$ cat src/hw/rtl/bcc_pkg.sv
`timescale 1ns / 1ps
`default_nettype none

package bcc_pkg;

	// Width of the indices n and k, and of the divisor and the falling factor.
	localparam int unsigned INDEX_WIDTH = 32;
	// Width of the coefficient field on the result channel.
	localparam int unsigned COEF_WIDTH  = 64;

	typedef struct packed {
		logic [INDEX_WIDTH-1:0] n_value;
		logic [INDEX_WIDTH-1:0] k_value;
	} arg_item_t;

	typedef struct packed {
		logic [COEF_WIDTH-1:0] coefficient;
		logic                  overflow;
	} res_item_t;

	// Commands from the controller to the datapath.
	typedef struct packed {
		logic capture;
		logic setup;
		logic mul_lo;
		logic mul_hi;
		logic div_load;
		logic div_step;
		logic step;
		logic load_out;
	} bcc_cmd_t;

	// Status from the datapath to the controller.
	typedef struct packed {
		logic loop_done;
		logic too_wide;
		logic div_last;
	} bcc_status_t;

endpackage

`default_nettype wire

$ cat src/hw/rtl/bcc_datapath.sv
`timescale 1ns / 1ps
`default_nettype none

module bcc_datapath #(
	parameter int unsigned RESULT_WIDTH = 64
) (
	input  wire logic                clk,
	input  wire logic                arst_n,
	input  wire bcc_pkg::bcc_cmd_t   cmd,
	output bcc_pkg::bcc_status_t     status,
	input  wire bcc_pkg::arg_item_t  arg,
	output bcc_pkg::res_item_t       res
);

	localparam int unsigned IW      = bcc_pkg::INDEX_WIDTH;
	localparam int unsigned PW      = RESULT_WIDTH + IW;
	localparam int unsigned CW      = $clog2(RESULT_WIDTH);
	localparam logic [CW-1:0] LAST  = CW'(RESULT_WIDTH - 1);

	logic [IW-1:0]           n_q;
	logic [IW-1:0]           k_q;
	logic [IW-1:0]           i_q;
	logic [IW-1:0]           m_q;
	logic [RESULT_WIDTH-1:0] acc_q;
	logic                    ovf_q;
	logic [2*IW-1:0]         prod_q;
	logic [2*IW-1:0]         plo_q;
	logic [IW-1:0]           rem_q;
	logic [RESULT_WIDTH-1:0] quo_q;
	logic [CW-1:0]           cnt_q;
	bcc_pkg::res_item_t      res_q;

	logic [63:0]      acc64;
	logic [IW-1:0]    mult_a;
	logic [2*IW-1:0]  prod_c;
	logic [3*IW-1:0]  wide_c;
	logic [PW-1:0]    full_c;
	logic [IW-1:0]    top_c;
	logic [IW:0]      trial_c;
	logic [IW:0]      diff_c;
	logic             fits_c;
	logic [IW-1:0]    nk_diff;

	// The accumulator is taken as two 32-bit halves through one multiplier.
	assign acc64   = 64'(acc_q);
	assign mult_a  = cmd.mul_hi ? acc64[63:32] : acc64[31:0];
	assign prod_c  = {{IW{1'b0}}, mult_a} * {{IW{1'b0}}, m_q};

	// acc * m assembled from the two partial products.
	assign wide_c  = {prod_q, {IW{1'b0}}} + {{IW{1'b0}}, plo_q};
	assign full_c  = wide_c[PW-1:0];
	assign top_c   = full_c[PW-1:RESULT_WIDTH];

	// One restoring division step.
	assign trial_c = {rem_q, quo_q[RESULT_WIDTH-1]};
	assign diff_c  = trial_c - {1'b0, i_q};
	assign fits_c  = trial_c >= {1'b0, i_q};

	assign nk_diff = n_q - k_q;

	assign status.loop_done = i_q > k_q;
	assign status.too_wide  = top_c >= i_q;
	assign status.div_last  = cnt_q == LAST;

	always_ff @(posedge clk) begin
		if (cmd.capture) begin
			n_q <= arg.n_value;
			k_q <= arg.k_value;
		end
		if (cmd.setup) begin
			i_q   <= IW'(1);
			m_q   <= n_q;
			ovf_q <= 1'b0;
			if (k_q > n_q) begin
				// No way to choose more than n: the loop is skipped, result zero.
				k_q   <= '0;
				acc_q <= '0;
			end else begin
				k_q   <= (nk_diff < k_q) ? nk_diff : k_q;
				acc_q <= RESULT_WIDTH'(1);
			end
		end
		if (cmd.mul_lo) begin
			prod_q <= prod_c;
		end
		if (cmd.mul_hi) begin
			plo_q  <= prod_q;
			prod_q <= prod_c;
		end
		if (cmd.div_load) begin
			rem_q <= top_c;
			quo_q <= full_c[RESULT_WIDTH-1:0];
			cnt_q <= '0;
			if (status.too_wide) begin
				ovf_q <= 1'b1;
			end
		end
		if (cmd.div_step) begin
			cnt_q <= cnt_q + CW'(1);
			if (fits_c) begin
				rem_q <= diff_c[IW-1:0];
				quo_q <= {quo_q[RESULT_WIDTH-2:0], 1'b1};
			end else begin
				rem_q <= trial_c[IW-1:0];
				quo_q <= {quo_q[RESULT_WIDTH-2:0], 1'b0};
			end
		end
		if (cmd.step) begin
			acc_q <= quo_q;
			i_q   <= i_q + IW'(1);
			m_q   <= m_q - IW'(1);
		end
		if (cmd.load_out) begin
			res_q.coefficient <= ovf_q ? '0 : bcc_pkg::COEF_WIDTH'(acc_q);
			res_q.overflow    <= ovf_q;
		end
	end

	assign res = res_q;

	// The partial remainder stays below the divisor through the whole division.
	a_rem_below_div: assert property (@(posedge clk) disable iff (!arst_n)
		cmd.div_step |-> (rem_q < i_q))
		else $error("division remainder reached the divisor");

endmodule

`default_nettype wire

$ cat src/hw/rtl/bcc_controller.sv
`timescale 1ns / 1ps
`default_nettype none

module bcc_controller (
	input  wire logic                  clk,
	input  wire logic                  arst_n,
	input  wire logic                  arg_valid,
	output logic                       arg_stall,
	output logic                       res_valid,
	input  wire logic                  res_stall,
	input  wire bcc_pkg::bcc_status_t  status,
	output bcc_pkg::bcc_cmd_t          cmd
);

	localparam logic [3:0] ST_IDLE     = 4'd0;
	localparam logic [3:0] ST_SETUP    = 4'd1;
	localparam logic [3:0] ST_LOOP     = 4'd2;
	localparam logic [3:0] ST_MUL_LO   = 4'd3;
	localparam logic [3:0] ST_MUL_HI   = 4'd4;
	localparam logic [3:0] ST_DIV_LOAD = 4'd5;
	localparam logic [3:0] ST_DIV      = 4'd6;
	localparam logic [3:0] ST_STEP     = 4'd7;
	localparam logic [3:0] ST_FINISH   = 4'd8;

	logic [3:0] state_q;
	logic [3:0] state_d;
	logic       res_valid_q;
	logic       out_free;

	assign out_free  = !res_valid_q || !res_stall;
	assign arg_stall = state_q != ST_IDLE;
	assign res_valid = res_valid_q;

	always_comb begin
		state_d = state_q;
		cmd     = '0;
		case (state_q)
			ST_IDLE: begin
				if (arg_valid) begin
					cmd.capture = 1'b1;
					state_d     = ST_SETUP;
				end
			end
			ST_SETUP: begin
				cmd.setup = 1'b1;
				state_d   = ST_LOOP;
			end
			ST_LOOP: begin
				state_d = status.loop_done ? ST_FINISH : ST_MUL_LO;
			end
			ST_MUL_LO: begin
				cmd.mul_lo = 1'b1;
				state_d    = ST_MUL_HI;
			end
			ST_MUL_HI: begin
				cmd.mul_hi = 1'b1;
				state_d    = ST_DIV_LOAD;
			end
			ST_DIV_LOAD: begin
				cmd.div_load = 1'b1;
				state_d      = status.too_wide ? ST_FINISH : ST_DIV;
			end
			ST_DIV: begin
				cmd.div_step = 1'b1;
				if (status.div_last) begin
					state_d = ST_STEP;
				end
			end
			ST_STEP: begin
				cmd.step = 1'b1;
				state_d  = ST_LOOP;
			end
			ST_FINISH: begin
				if (out_free) begin
					cmd.load_out = 1'b1;
					state_d      = ST_IDLE;
				end
			end
			default: begin
				state_d = ST_IDLE;
			end
		endcase
	end

	always_ff @(posedge clk or negedge arst_n) begin
		if (!arst_n) begin
			state_q     <= ST_IDLE;
			res_valid_q <= 1'b0;
		end else begin
			state_q <= state_d;
			if (cmd.load_out) begin
				res_valid_q <= 1'b1;
			end else if (!res_stall) begin
				res_valid_q <= 1'b0;
			end
		end
	end

	// An accepted item always goes on to the setup cycle.
	a_accept_setup: assert property (@(posedge clk) disable iff (!arst_n)
		(arg_valid && !arg_stall) |=> (state_q == ST_SETUP))
		else $error("accepted item did not enter setup");

	// A new result is never written over one that is still waiting.
	a_no_overwrite: assert property (@(posedge clk) disable iff (!arst_n)
		cmd.load_out |-> (!res_valid_q || !res_stall))
		else $error("result register overwritten while stalled");

	// The last division cycle always hands over to the accumulator update.
	a_div_to_step: assert property (@(posedge clk) disable iff (!arst_n)
		(state_q == ST_DIV && status.div_last) |=> (state_q == ST_STEP))
		else $error("division did not end in the update step");

endmodule

`default_nettype wire

$ cat src/hw/rtl/binomial_coefficient_checked.sv
// Exact binomial coefficient C(n,k) of two 32-bit unsigned indices. Each item
// returns one result item: the exact coefficient when it fits in RESULT_WIDTH
// bits, or coefficient zero with the overflow flag set when it does not; k above
// n gives zero without overflow. The block works on one item at a time. With
// j = min(k, n-k) steps actually run (the walk stops at the first step that
// overflows, so j stays near 34 at the full 64-bit width), each step runs the
// bit-serial division once (96-by-32 at RESULT_WIDTH = 64), one quotient bit
// per cycle. A finished result waits in the output register while the next
// item is accepted.
`timescale 1ns / 1ps
`default_nettype none

module binomial_coefficient_checked #(
	parameter int unsigned RESULT_WIDTH = 64
) (
	input  wire logic                clk,
	input  wire logic                arst_n,
	input  wire logic                arg_valid,
	output logic                     arg_stall,
	input  wire bcc_pkg::arg_item_t  arg,
	output logic                     res_valid,
	input  wire logic                res_stall,
	output bcc_pkg::res_item_t       res
);

	// Each step forms C(n,i) = C(n,i-1) * (n-i+1) / i. The product is built
	// from two 32-by-32 partial products, then divided serially by i. Since
	// the division is exact, the quotient is the next partial coefficient.
	// If the top 32 bits of the product are already at least i, the quotient
	// cannot fit, and because the partial values only grow while i stays at
	// or below n/2, the whole item is flagged as overflow at once.

	bcc_pkg::bcc_cmd_t    cmd;
	bcc_pkg::bcc_status_t status;

	bcc_controller u_ctrl (
		.clk       (clk),
		.arst_n    (arst_n),
		.arg_valid (arg_valid),
		.arg_stall (arg_stall),
		.res_valid (res_valid),
		.res_stall (res_stall),
		.status    (status),
		.cmd       (cmd)
	);

	bcc_datapath #(
		.RESULT_WIDTH (RESULT_WIDTH)
	) u_dp (
		.clk    (clk),
		.arst_n (arst_n),
		.cmd    (cmd),
		.status (status),
		.arg    (arg),
		.res    (res)
	);

endmodule

`default_nettype wire
$ cat config.mk
export PLATFORM = sky130hd
export DESIGN_NAME = binomial_coefficient_checked
export DESIGN_NICKNAME = d
export VERILOG_FILES = /design/src/hw/rtl/bcc_pkg.sv /design/src/hw/rtl/bcc_datapath.sv /design/src/hw/rtl/bcc_controller.sv /design/src/hw/rtl/binomial_coefficient_checked.sv
export SDC_FILE = /design/constraint.sdc
export NUM_CORES = 2
export LEC_CHECK = 0
export ABC_AREA = 0
export BUFFER_PORTS_ARGS = -buffer_cell sky130_fd_sc_hd__buf_4
export CORE_ASPECT_RATIO = 0.8
export CORE_MARGIN = 5
export CORE_UTILIZATION = 45
export DETAILED_ROUTE_END_ITERATION = 10
export PLACE_DENSITY = 0.7
export SLEW_MARGIN = 20
export SYNTH_ARGS = -nofsm -noshare
export SYNTH_HDL_FRONTEND = slang
export SYNTH_SLANG_ARGS = --single-unit
$ cat constraint.sdc
create_clock -name clk -period 16.3 [get_ports clk]
set_input_delay 1.63 -clock clk [delete_from_list [all_inputs] [get_ports clk]]
set_output_delay 1.63 -clock clk [all_outputs]
set_load 0.1 [all_outputs]
======== Word-level counts from Yosys, hierarchy flattened ========
Index checks and enable logic that the tools add are counted.
storage, ports and cells
  register bits ........................... 493
  latch bits .............................. 0
  bits in writable memories ............... 0
  ROM bits ................................ 0
  output and inout bits ................... 67
  logic and storage cells ................. 96
  memories kept ........................... 0
cells by class
  add/sub/neg operators ................... 6
  $mul .................................... 1
  div/mod/pow operators ................... 0
  $lt $le $gt $ge ......................... 5
  equality and inequality tests ........... 14
  shift-type cells ........................ 0
  mux-type cells .......................... 43
  bitwise operators ....................... 0
  reduce and logical (&&, ||, !) cells .... 12
operators with widths
  cell                                                                   count
  32-bit two-way mux                                                     12
  64-bit two-way mux                                                     6
  96-bit by 64-bit adder with 96-bit output                              1
  32-bit greater-than comparator                                         2
  32-bit by 32-bit multiplier with 64-bit output                         1
  32-bit subtractor                                                      2
  33-bit by 32-bit greater-or-equal comparator with 1-bit output         1
  32-bit by 1-bit adder with 32-bit output, second input constant        1
  32-bit greater-or-equal comparator                                     1
  32-bit < comparator                                                    1
  4-bit one-hot mux with 8 select lines                                  1
  32-bit by 1-bit subtractor with 32-bit output, second input constant   1
  4-bit two-way mux                                                      5
  1-bit two-way mux                                                      17
  4-bit by 3-bit equality test with 1-bit output, second input constant  4
  6-bit two-way mux                                                      2
  4-bit by 2-bit equality test with 1-bit output, second input constant  2
  2-bit nonzero test                                                     4
  6-bit by 1-bit adder with 6-bit output, second input constant          1
  6-bit equality test, second input constant                             1
  4-bit by 1-bit equality test with 1-bit output, second input constant  1
  4-bit equality test, second input constant                             1
  4-bit zero test                                                        1
  2-bit by 1-bit != test with 1-bit output, second input constant        2
  other kinds (8)                                                        10

======== Longest topological paths before layout ========
  depth in word-level cells ............... 6
  gate-level depth with buffers ........... 37
  gate-level depth less buffers ........... 32

======== Hierarchy ========
A second synthesis with hierarchy kept.
second synthesis, totals
  cells, all modules ...................... 6173
  area total of the unflattened synthesis .. 61194.9 µm²
by module, submodules not included
  module          times used  cells an instance  area each (µm²)  sequential area each (µm²)
  bcc_datapath    1           6129               60854.6          14644.0
  bcc_controller  1           44                 340.3            125.1

======== Worst setup path after synthesis ========
OpenSTA, ideal clock, no wires.
  kind .................................... reg2reg
  from .................................... register u_ctrl.state_q[3]
  to ...................................... register u_dp.prod_q[59] (data pin)
  arrival ................................. 9.083 ns
  setup slack ............................. 6.952 ns
  cell stages (with the launch flop) ...... 35
  cells stage by stage .................... dfrtp_1 clkbuf_1 nand2b_1 nor3_1 clkbuf_1 buf_2 mux2_2 clkbuf_1 and2_1 fa_1 inv_1 fa_1 inv_1 fa_1 inv_1 fa_1 inv_1 fa_1 inv_1 fa_1 inv_1 fa_1 fa_1 ha_1 and2_1 and3_1 a221oi_1 a211o_1 a211oi_1 o31a_2 a31oi_2 inv_1 a21oi_1 o21ai_0 xor2_1
on the way
  longest elaborated chain between the ends .. 6
ends and longest elaborated chain
  element                                           RTL line              text
  start, declared                                   bcc_controller.sv:25  logic [3:0] state_q;
  start signal, assigned                            bcc_controller.sv:90  state_q <= state_d;
  4-bit by 3-bit equality test with 1-bit output *  bcc_controller.sv:37  case (state_q)
  1-bit two-way mux *                               bcc_controller.sv:37
  32-bit two-way mux *                              bcc_datapath.sv:46    assign mult_a = cmd.mul_hi ? acc64[63:32] : acc64[31:0];
  32-bit by 32-bit multiplier with 64-bit output *  bcc_datapath.sv:47    assign prod_c = {{IW{1'b0}}, mult_a} * {{IW{1'b0}}, m_q};
  named net u_dp.prod_c[59]                         bcc_datapath.sv:35    logic [2*IW-1:0] prod_c;
  64-bit two-way mux                                bcc_datapath.sv:83    if (cmd.mul_lo) begin
  64-bit two-way mux *                              bcc_datapath.sv:86    if (cmd.mul_hi) begin
  end signal, assigned                              bcc_datapath.sv:84    prod_q <= prod_c;
  end signal, assigned                              bcc_datapath.sv:88    prod_q <= prod_c;
  end, declared                                     bcc_datapath.sv:26    logic [2*IW-1:0] prod_q;
The timed path passes the listed nets; every way through them passes the cells marked *. The select of a mux whose other input is x is not followed.
A chain may end at the register's enable or synchronous reset.

======== Worst setup path in the final report ========
  from .................................... register u_ctrl.state_q[3]
  to ...................................... register u_dp.prod_q[61] (data pin)
The elaborated chain is that of the path after synthesis.

==> metrics.txt <==
# TYPE chip_impl_metric gauge
chip_impl_metric{name="cp_num_cells",unit=""} 28
chip_impl_info{name="run_status",value="finished, final reports clean"} 1
chip_impl_metric{name="initial_detailed_routing_violation_count",unit=""} 3302
chip_impl_metric{name="n_fill_cell",unit=""} 12200
chip_impl_metric{name="first_pass_iters",unit=""} 6
chip_impl_info{name="crit_path_end_kind",value="flip-flop"} 1
chip_impl_metric{name="count_of_clock_tree_sinks",unit=""} 493
chip_impl_metric{name="synth_area_per_cell",unit="µm²"} 9.95
chip_impl_info{name="ys_top_cells_by_area",value="sky130_fd_sc_hd__fa_1 (30%), sky130_fd_sc_hd__edfxtp_1 (24%), sky130_fd_sc_hd__ha_1 (9.5%)"} 1
chip_impl_metric{name="final_critical_path_time_including_i_o_delays_and_setup",unit="ns"} 10.58
chip_impl_metric{name="sum_of_net_half_perimeters_after_detailed_placement",unit="µm"} 125000
chip_impl_metric{name="placed_cells_incl_taps",unit=""} 7728
chip_impl_metric{name="synth-warning-count",unit=""} 0
chip_impl_info{name="cts_tree",value="built"} 1
chip_impl_info{name="netlist.top_cell.by_area",value="sky130_fd_sc_hd__fa_1"} 1
chip_impl_metric{name="finish.net_count",unit=""} 7432
chip_impl_metric{name="final_layout_size_suffix_gt1_share",unit="%"} 5.82
chip_impl_metric{name="cp.buffers_inverters",unit=""} 5
chip_impl_info{name="timing.setup.critical_path_class",value="flip-flop to flip-flop"} 1
chip_impl_metric{name="synth-async-reset-ratio",unit="%"} 1.01
chip_impl_metric{name="grt_pass1_vias",unit=""} 44100
chip_impl_info{name="path_delay_family",value="adder cells"} 1
chip_impl_info{name="mostFrequentLayoutCells",value="sky130_fd_sc_hd__inv_1 (945), sky130_fd_sc_hd__fa_1 (899), sky130_fd_sc_hd__nand2_1 (755)"} 1
chip_impl_metric{name="number_of_buffers_inserted_by_post_cts_setup_repair",unit=""} 0
chip_impl_metric{name="worstRegToRegCells",unit=""} 28
chip_impl_metric{name="route.detailed.drc",unit=""} 0
chip_impl_info{name="layout_commonest_cell",value="sky130_fd_sc_hd__inv_1"} 1
chip_impl_info{name="crit_path_top_delay_cell",value="sky130_fd_sc_hd__mux2_2"} 1
chip_impl_metric{name="number_of_antenna_violations_at_the_first_check_in_global_routing",unit=""} 3
chip_impl_metric{name="routabilityCongestion",unit=""} 0.939
chip_impl_metric{name="die-width",unit="µm"} 420
chip_impl_metric{name="total_of_flip_flops_plus_latches_after_synthesis",unit=""} 493
chip_impl_metric{name="postRouteAntennaNets",unit=""} 0
chip_impl_metric{name="grt_use_met2",unit="%"} 34.5
chip_impl_metric{name="ctsHoldBuffers",unit=""} 0
chip_impl_metric{name="holdPathStages",unit=""} 0
chip_impl_metric{name="critical-path-max-stage-delay",unit="ns"} 0.85
chip_impl_metric{name="post-route-period-util",unit="%"} 64.9
chip_impl_metric{name="setup-violations-final",unit=""} 0
chip_impl_metric{name="clock_tree.htree_level_count",unit=""} 2
chip_impl_metric{name="starting_density_of_the_core",unit="%"} 45.2
chip_impl_info{name="worst_setup_path_start_kind",value="flip-flop"} 1
chip_impl_metric{name="overflow",unit=""} 0
chip_impl_info{name="ys.flop_type",value="sky130_fd_sc_hd__edfxtp_1"} 1
chip_impl_metric{name="synth_top_area_share",unit="%"} 29.8
chip_impl_metric{name="grt_use_total",unit="%"} 22.5
chip_impl_info{name="worstHoldPathType",value="flip-flop to flip-flop"} 1
chip_impl_metric{name="seq_area_frac_synth",unit="%"} 24.4
chip_impl_metric{name="netlist_area",unit="µm²"} 60400
chip_impl_metric{name="required",unit="ns"} 16.63
chip_impl_info{name="rsz0062_at_grt",value="false"} 1
chip_impl_metric{name="multiInputGateArea",unit="µm²"} 41000
chip_impl_metric{name="grt_start_max_net_pins",unit=""} 89
chip_impl_metric{name="final_cell_count_no_fill",unit=""} 7814
chip_impl_metric{name="register_area",unit="µm²"} 14800
chip_impl_metric{name="drt-total-wl",unit="µm"} 157000
chip_impl_metric{name="design.die.area",unit="µm²"} 142000
chip_impl_info{name="timing.critical_path.mode_cell",value="sky130_fd_sc_hd__fa_1"} 1
chip_impl_metric{name="crit_path_max_fanout",unit=""} 58
chip_impl_metric{name="top_level_ports",unit=""} 135
chip_impl_metric{name="max-cap-violations",unit=""} 0
chip_impl_metric{name="netlist_instances",unit=""} 6072
chip_impl_metric{name="cts-resized-gates",unit=""} 0
chip_impl_metric{name="number_of_enable_flip_flop_cells_after_synthesis",unit=""} 487
chip_impl_metric{name="floorplan.die.height",unit="µm"} 338
chip_impl_metric{name="routed_via_count",unit=""} 42700
chip_impl_info{name="cts_root_buf",value="sky130_fd_sc_hd__clkbuf_16"} 1
chip_impl_metric{name="timing.slew.headroom",unit="%"} 24.1
chip_impl_metric{name="mappedNetlistNets",unit=""} 7497
chip_impl_metric{name="worst_ep_arrival_time",unit="ns"} 10.91
chip_impl_metric{name="drt-vias-per-instance",unit=""} 5.47
chip_impl_metric{name="fin_tns_setup",unit="ns"} 0
chip_impl_metric{name="std_cell_rows",unit=""} 120
chip_impl_info{name="busiest_layer",value="met2"} 1
chip_impl_metric{name="avgRoutedWirePerCell",unit="µm"} 20.1
chip_impl_metric{name="syn2layout_area_growth",unit="%"} 6.86
chip_impl_metric{name="clock_latency",unit="ns"} 0.60
chip_impl_metric{name="core_region_area",unit="µm²"} 134000
chip_impl_metric{name="cts_inserted_buffers",unit=""} 46
chip_impl_metric{name="use_met1",unit="%"} 34.5
chip_impl_metric{name="max_freq",unit="MHz"} 94.6
chip_impl_metric{name="path_clk_slew",unit="ns"} 0.07
chip_impl_metric{name="grt_first_pass_wirelength",unit="µm"} 252000
chip_impl_metric{name="met3_usage",unit="%"} 3.03
chip_impl_metric{name="tightestPinTransition",unit="ns"} 1.13
chip_impl_metric{name="report.final.slew_viol_count",unit=""} 0
chip_impl_metric{name="cts_max_path_buffers",unit=""} 3
chip_impl_metric{name="placement.io_buffers",unit=""} 134
chip_impl_metric{name="final_hold_viol_count",unit=""} 0
chip_impl_metric{name="final.setup_skew",unit="ns"} 0.0264
chip_impl_metric{name="ys_types",unit=""} 90
-- worst register-to-register path, delay by kind of cell (launching register included) --
kind	cells	cell delay (ns)
fa+ha+maj	9	4.46
xor+xnor	1	0.14
flops	1	0.50
buf+inv	5	1.45
simple gates	6	1.25
compound gates	6	1.65
mux	1	0.88
-- state kept, by name, summed over array words and instances, names as in the netlist --
name              flops
u_dp.quo_q           64
u_ctrl.state_q        4
u_dp.prod_q          64
u_dp.m_q             32
u_ctrl.res_valid      1
u_dp.rem_q           32
u_dp.i_q             32
u_dp.acc64           64
u_dp.n_q             32
u_dp.k_q             32
u_dp.cnt_q            6
u_dp.res             65
u_dp.plo_q           64
u_dp.ovf_q            1
-- metal layers --
metal	vias to the layer above	wire [µm]
li1	19200	-
met1	21800	72800
met2	1598	69400
met3	165	12200
met4	2	2790
met5	-	13
-- path summary, 6_finish.rpt --
kind	to	start	slack (ns)
max	u_dp.prod_q[61]	u_ctrl.state_q[3]	5.72
min	u_dp.plo_q[2]	u_dp.prod_q[2]	0.46
max reg2reg	u_dp.prod_q[61]	u_ctrl.state_q[3]	5.72
min reg2reg	u_dp.plo_q[2]	u_dp.prod_q[2]	0.46
max in group asynchronous	u_ctrl.res_valid	arst_n	15.37
min in group asynchronous	u_ctrl.state_q[2]	arst_n	0.81
-- synth_stat cells (6+ instances only) --
library cell and count:
sky130_fd_sc_hd__buf_2 10, sky130_fd_sc_hd__nor4_1 16, sky130_fd_sc_hd__o21a_1 42, sky130_fd_sc_hd__and2_1 667
sky130_fd_sc_hd__nand3_1 57, sky130_fd_sc_hd__nor2b_1 98, sky130_fd_sc_hd__nand4_1 49, sky130_fd_sc_hd__buf_1 8
sky130_fd_sc_hd__a21o_1 114, sky130_fd_sc_hd__nor3_1 36, sky130_fd_sc_hd__clkbuf_1 287, sky130_fd_sc_hd__a22o_1 10
sky130_fd_sc_hd__fa_1 899, sky130_fd_sc_hd__nor2_1 182, sky130_fd_sc_hd__o31ai_1 15, sky130_fd_sc_hd__and3_1 34
sky130_fd_sc_hd__or3_1 12, sky130_fd_sc_hd__o211ai_1 22, sky130_fd_sc_hd__mux2i_1 6, sky130_fd_sc_hd__o21bai_1 23
sky130_fd_sc_hd__inv_1 945, sky130_fd_sc_hd__ha_1 458, sky130_fd_sc_hd__nand2_1 756, sky130_fd_sc_hd__edfxtp_1 487
sky130_fd_sc_hd__o21ai_0 147, sky130_fd_sc_hd__a31oi_1 23, sky130_fd_sc_hd__xor2_1 81, sky130_fd_sc_hd__xnor2_1 154
sky130_fd_sc_hd__a211oi_1 17, sky130_fd_sc_hd__nand2b_1 36, sky130_fd_sc_hd__mux2_2 40, sky130_fd_sc_hd__o21ai_1 18
sky130_fd_sc_hd__a211o_1 8, sky130_fd_sc_hd__a21oi_1 205
-- kinds of logic (layout without fill, tap and decap cells) --
group / count (synthesis) / count (layout) / share of synthesized area (%)
compound gates: 715 / 715 / 7.73
xor+xnor: 235 / 235 / 3.41
fa+ha+maj: 1357 / 1357 / 39.3
buf+inv: 1252 / 1223 / 7.82
flops: 493 / 493 / 24.4
mux: 46 / 46 / 0.845
other cells: 0 / 2 / 0
simple gates: 1974 / 1974 / 16.5
-- area by class of cell --
type                    count  share of cell area [%]
flip-flops and latches    493                    22.9
well taps                1769                    3.43
clock buffers              62                    1.89
inverters                 945                    5.49
multi-input cells        4327                    63.5
clock inverters            22                   0.504
diodes                      2                 0.00775
repair buffers            194                    2.26
-- stage by stage --
stage / utilization [%] / hold WS [ns] / setup slack (ns) / cell area [µm²]
5_1_grt: 48.3 / 0.471 / 5.27 / 64500
4_1_cts: 48.3 / 0.460 / 5.77 / 64500
3_3_place_gp: 47.1 / 0.442 / 5.98 / 63000
3_5_place_dp: 47.1 / 0.454 / 5.80 / 63000
2_1_floorplan: - / 0.426 / 6.95 / 60400
6_report: 48.3 / 0.463 / 5.72 / 64600
Power is not shown: default switching activity piles up to over one toggle a cycle in this logic, so the estimate is an artifact.
